[src/hw/rtl/htp_pkg.sv]
// ----------------------------------------------------------------------------
// Hex tile placement package
// Shared widths, codes, control structs and the hash residue step.
// ----------------------------------------------------------------------------
package htp_pkg;

  localparam int unsigned MAX_TILES_DEF = 1024;

  localparam int unsigned MODE_W   = 2;
  localparam int unsigned BYTE_W   = 8;
  localparam int unsigned INDEX_W  = 10;
  localparam int unsigned COORD_W  = 11;
  localparam int unsigned HASH_W   = 32;
  localparam int unsigned DIGIT_W  = 4;
  localparam int unsigned NUM_DIGITS = HASH_W / DIGIT_W;
  localparam int unsigned DIG_CNT_W  = $clog2(NUM_DIGITS);
  localparam int unsigned NUM_EDGES  = 6;
  localparam int unsigned EDGE_W     = 3;

  localparam logic [HASH_W-1:0] HASH_MUL = HASH_W'(33);

  localparam logic STATUS_PLACED = 1'b0;
  localparam logic STATUS_FULL   = 1'b1;

  typedef enum logic [MODE_W-1:0] {
    MODE_BYTE  = 2'd0,
    MODE_PLACE = 2'd1,
    MODE_CLEAR = 2'd2
  } mode_e;

  typedef enum logic [EDGE_W-1:0] {
    EDGE_E    = 3'd0,
    EDGE_NE   = 3'd1,
    EDGE_NW   = 3'd2,
    EDGE_WEST = 3'd3,
    EDGE_SW   = 3'd4,
    EDGE_SE   = 3'd5
  } edge_e;

  typedef enum logic [2:0] {
    ST_IDLE,
    ST_MOD,
    ST_PRD,
    ST_PLD,
    ST_CAND,
    ST_SCAN,
    ST_DONE
  } ctrl_state_e;

  typedef struct packed {
    logic take;
    logic mod_step;
    logic par_rd;
    logic par_ld;
    logic cand_ld;
    logic scan;
    logic next_edge;
    logic next_par;
    logic set_fail;
    logic finish;
  } cmd_t;

  typedef struct packed {
    logic cnt_zero;
    logic full;
    logic mod_last;
    logic hit;
    logic free;
    logic edge_last;
    logic par_zero;
    logic out_free;
  } sts_t;

  // One digit of the residue of a 32-bit value modulo six, most significant first.
  function automatic logic [EDGE_W-1:0] mod6_step(input logic [EDGE_W-1:0] r,
                                                   input logic [DIGIT_W-1:0] nib);
    logic [6:0] v;
    v = {r, 4'b0000} + 7'(nib);
    if (v >= 7'd48) v = v - 7'd48;
    if (v >= 7'd24) v = v - 7'd24;
    if (v >= 7'd12) v = v - 7'd12;
    if (v >= 7'd6)  v = v - 7'd6;
    return v[EDGE_W-1:0];
  endfunction

endpackage

[src/hw/rtl/htp_ctrl.sv]
// ----------------------------------------------------------------------------
// Hex tile placement controller
// Sequences the hash residue, the walk over earlier tiles and the result.
// ----------------------------------------------------------------------------
module htp_ctrl (
  input  logic                       clk_i,
  input  logic                       rst_ni,
  input  logic                       in_valid_i,
  input  logic [htp_pkg::MODE_W-1:0] in_mode_i,
  output logic                       in_ready_o,
  input  htp_pkg::sts_t              sts_i,
  output htp_pkg::cmd_t              cmd_o
);
  import htp_pkg::*;

  ctrl_state_e state_q, state_d;

  always_ff @(posedge clk_i or negedge rst_ni) begin
    if (!rst_ni) begin
      state_q <= ST_IDLE;
    end else begin
      state_q <= state_d;
    end
  end

  always_comb begin
    state_d    = state_q;
    cmd_o      = '0;
    in_ready_o = 1'b0;
    case (state_q)
      ST_IDLE: begin
        in_ready_o = 1'b1;
        if (in_valid_i) begin
          cmd_o.take = 1'b1;
          if (in_mode_i == MODE_PLACE) begin
            state_d = (sts_i.cnt_zero || sts_i.full) ? ST_DONE : ST_MOD;
          end
        end
      end
      ST_MOD: begin
        cmd_o.mod_step = 1'b1;
        if (sts_i.mod_last) begin
          state_d = ST_PRD;
        end
      end
      ST_PRD: begin
        cmd_o.par_rd = 1'b1;
        state_d      = ST_PLD;
      end
      ST_PLD: begin
        cmd_o.par_ld = 1'b1;
        state_d      = ST_CAND;
      end
      ST_CAND: begin
        cmd_o.cand_ld = 1'b1;
        state_d       = ST_SCAN;
      end
      ST_SCAN: begin
        cmd_o.scan = 1'b1;
        if (sts_i.hit) begin
          if (!sts_i.edge_last) begin
            cmd_o.next_edge = 1'b1;
            state_d         = ST_CAND;
          end else if (sts_i.par_zero) begin
            cmd_o.set_fail = 1'b1;
            state_d        = ST_DONE;
          end else begin
            cmd_o.next_par = 1'b1;
            state_d        = ST_PRD;
          end
        end else if (sts_i.free) begin
          state_d = ST_DONE;
        end
      end
      ST_DONE: begin
        if (sts_i.out_free) begin
          cmd_o.finish = 1'b1;
          state_d      = ST_IDLE;
        end
      end
      default: begin
        state_d = ST_IDLE;
      end
    endcase
  end

endmodule

[config.mk]
export PLATFORM = sky130hd
export DESIGN_NAME = htp_ctrl
export DESIGN_NICKNAME = d
export VERILOG_FILES = /design/src/hw/rtl/htp_pkg.sv /design/src/hw/rtl/htp_ctrl.sv
export SDC_FILE = /design/constraint.sdc
export NUM_CORES = 1
export LEC_CHECK = 0
export BUFFER_PORTS_ARGS = -buffer_cell sky130_fd_sc_hd__buf_2
export CAP_MARGIN = 15
export CORE_AREA = 2 2 39 41
export CTS_CLUSTER_DIAMETER = 100
export DETAILED_ROUTE_END_ITERATION = 12
export DIE_AREA = 0 0 41 43
export GPL_TIMING_DRIVEN = 0
export RECOVER_POWER = 50
export SETUP_SLACK_MARGIN = 0.4
export SLEW_MARGIN = 20
export SYNTH_ARGS = -nofsm -noshare
export SYNTH_HDL_FRONTEND = slang
export SYNTH_SLANG_ARGS = --single-unit
[constraint.sdc]
create_clock -name clk_i -period 1.15 [get_ports clk_i]
set_clock_uncertainty 0.1 [all_clocks]
set_input_delay 0.115 -clock clk_i [delete_from_list [all_inputs] [get_ports clk_i]]
set_output_delay 0.115 -clock clk_i [all_outputs]
set_load 0.01 [all_outputs]
==> impl_metrics.toml <==
[yosys]
yosysWarnings = 0
ys.flop_type = "dfrtp_1"
seq_area_frac_synth_pct = 23.5
synth-edff-count = 0
yosys-top-cells-area = "dfrtp_1 (24%), nor3b_1 (12%), nor2_1 (5.9%)"
synth.distinct_cells = 23
synth-seq-cells = 3
synth_top_area_share_pct = 23.5
syn-num-nets = 56
synth_area_per_cell_sq_um = 7.42
yosysTopAreaCell = "dfrtp_1"
syn_area_sq_um = 319
syn_inst = 43
synthArstFlopShare_pct = 100

[critical_path]
required_ns = 1.20
endpoint_kind = "flip-flop"
crit_arrival_ns = 1.54
slowest_stage = "dfrtp_2"
critical_path_buf_inv_count = 1
crit_chain = "buf_6, nor3b_1, o211ai_1, nand3_1, o2bb2ai_1"
critPathMaxFanout = 4
crit_type = "flip-flop to flip-flop"
max_stage_delay_ns = 0.42
start_kind = "flip-flop"
critPathTopFamily = "compound AO/OA/AOI/OAI gates"

[power]
internal_power_w = 0.00103
p_comb_share_pct = 75.9
swShare_pct = 41.8
max-vdd-ir-drop_mv = 0.897
pwr-share-seq_pct = 13.6
clkPwrFrac_pct = 10.5
power.density_mw_per_mm2 = 2480
p_leak_nw = 0.323
switching_power_w = 0.000735

[clock_tree]
cts_tree = "yes"
cts_max_path_buffers = 2
cts_root_buffer = "clkbuf_4"
htreeDepth = 1
cts_sinks = 3
clk_latency_ns = 0.23
path_clk_slew_ns = 0.04
cts-buffers-inserted = 3

[global_route]
grt-ovfl-total = 0
grt_pass1_vias = 432
grt_pass1_wl_um = 1740
gr-usage-all-layers_pct = 14.1
grt_max_degree = 9
antenna_found_initial = 0

[outcome]
violations = "negative setup slack"
outcome = "complete, but fails checks"

[layout]
max_flop_register = "state_q"
n_antenna_cell = 0
final_common_cell = "buf_2"
nets = 95
reg_top3 = "state_q x3"
final_cell_area_sq_um = 709
drive_gt1_share_pct = 67.9
mostFrequentLayoutCells = "buf_2 (19), buf_6 (8), buf_4 (7)"
utilization_pct = 51.3
nFillCells = 133
largest_reg_flops = 3
area_growth_pct = 122

[sta]
whs_ns = 0.0209
fin_crit_sh_pct = 129
setup_viol = 14
worstMarginPinSlew_ns = 0.300
report.final.slew_viol_count = 0
slew_headroom_pct = 79.9
finalWorstSetupSlack_ns = -0.337
rsz0062_at_grt = "yes"
clock.fmax_mhz = 672
hold_viol = 0
min_period_ns = 1.49

[placed_design]
place.gp.congestion = 0.716
dp_hpwl_um = 775
pre_cts_slack_ns = -0.207
port_buffers = 23
placed_area_sq_um = 532

[floorplan]
die_y_um = 43
row_count = 14
start_util_pct = 23.1
ios = 24
core_area_sq_mm = 0.00138
die_w_um = 41
die_area_sq_mm = 0.00176

[job]
cap_violations = 0

[detailed_routing]
routedWlPerCell_um = 11.2
dr.pass1.iters = 4
num_vias = 481
drt_iter0_drc = 5
routed_wl_um = 1080
drc_errors = 0
ant_nets = 0
viasPerCell = 4.96

[min_path]
hp-class = "primary input to flip-flop"
[layout make-up]
cell class / instances / area (sq um) / area share [%]
buffer: 3 / 33.8 / 4.76
clock buffer: 4 / 26.3 / 3.70
inverter: 3 / 16.3 / 2.29
multi-input combinational: 34 / 298 / 42.0
sequential: 3 / 77.6 / 10.9
tap: 16 / 20.0 / 2.82
timing repair buffer: 34 / 238 / 33.5
[metrics by stage]
step           instances  setup TNS, ns  total power [W]
3_3_place_gp          82         -0.964          0.00115
5_1_grt               97          -4.55          0.00191
6_report              97          -3.73          0.00176
2_1_floorplan         43         -0.287         0.000921
4_1_cts               94          -3.76          0.00158
3_5_place_dp          82          -1.04          0.00115
[cell usage after synthesis (2+ instances only)]
master	number
nor2_1	5
nor3b_1	5
nand2_1	4
dfrtp_1	3
buf_4	2
inv_1	2
nand3_1	2
nor3_1	2
nor4_1	2
o21ai_0	2
o31ai_1	2
[worst paths after layout]
path                            start          to  slack, ns  cells after the start
max                        state_q[2]  state_q[2]      -0.34                      5
min                          sts_i[0]  state_q[1]       0.02                      2
max reg2reg                state_q[2]  state_q[2]      -0.34                      5
min reg2reg                state_q[2]  state_q[2]       0.56                      2
max in group asynchronous      rst_ni  state_q[0]       0.67                      2
min in group asynchronous      rst_ni  state_q[0]       0.11                      2
[timing repair]
| item | 4_1_cts | 5_1_grt |
|---|---|---|
| endpoints found under the hold margin | 3 | 0 |
| setup buffers | 7 | 3 |
| pin swaps | 3 | 4 |
| resized for setup | 8 | 4 |
| setup endpoints to repair | 14 | 14 |
| hold buffers | 1 | 0 |
[per-layer routing]
| layer | up-vias | GRT usage [%] | part of all wire (%) | wire length (um) |
|---|---|---|---|---|
| li1 | 241 | - | - | - |
| met1 | 221 | 19.0 | 43 | 466 |
| met3 | 0 | 5.24 | 7.7 | 83 |
| met2 | 19 | 20.3 | 49 | 532 |
| met4 | 0 | 4.00 | 0 | 0 |
| met5 | - | 0 | 0 | 0 |
[cells by family (layout without fill, tap and decap cells)]
kind of cell / count (synthesis) / after routing / synth area share [%]
flops: 3 / 3 / 23.5
simple gates: 24 / 24 / 41.6
compound gates: 10 / 10 / 23.1
buf+inv: 6 / 44 / 11.8
[worst reg2reg max path, stage by stage, from the launching register on]
cell and delay [ns]:
dfrtp_2 0.42, buf_6 0.14, nor3b_1 0.13, o211ai_1 0.27, nand3_1 0.17, o2bb2ai_1 0.17
[power by group through the flow]
stage	combinational [W]	clock, W	sequential (W)
final	0.00134	0.000186	0.000239
after detailed placement	0.000895	0	0.000257
after CTS	0.00116	0.000191	0.000237
after global routing	0.00145	0.000207	0.000249
after global placement	0.000889	0	0.000257
after floorplan	0.000684	0	0.000238
Note: power is estimated with default switching activity, not from simulation.
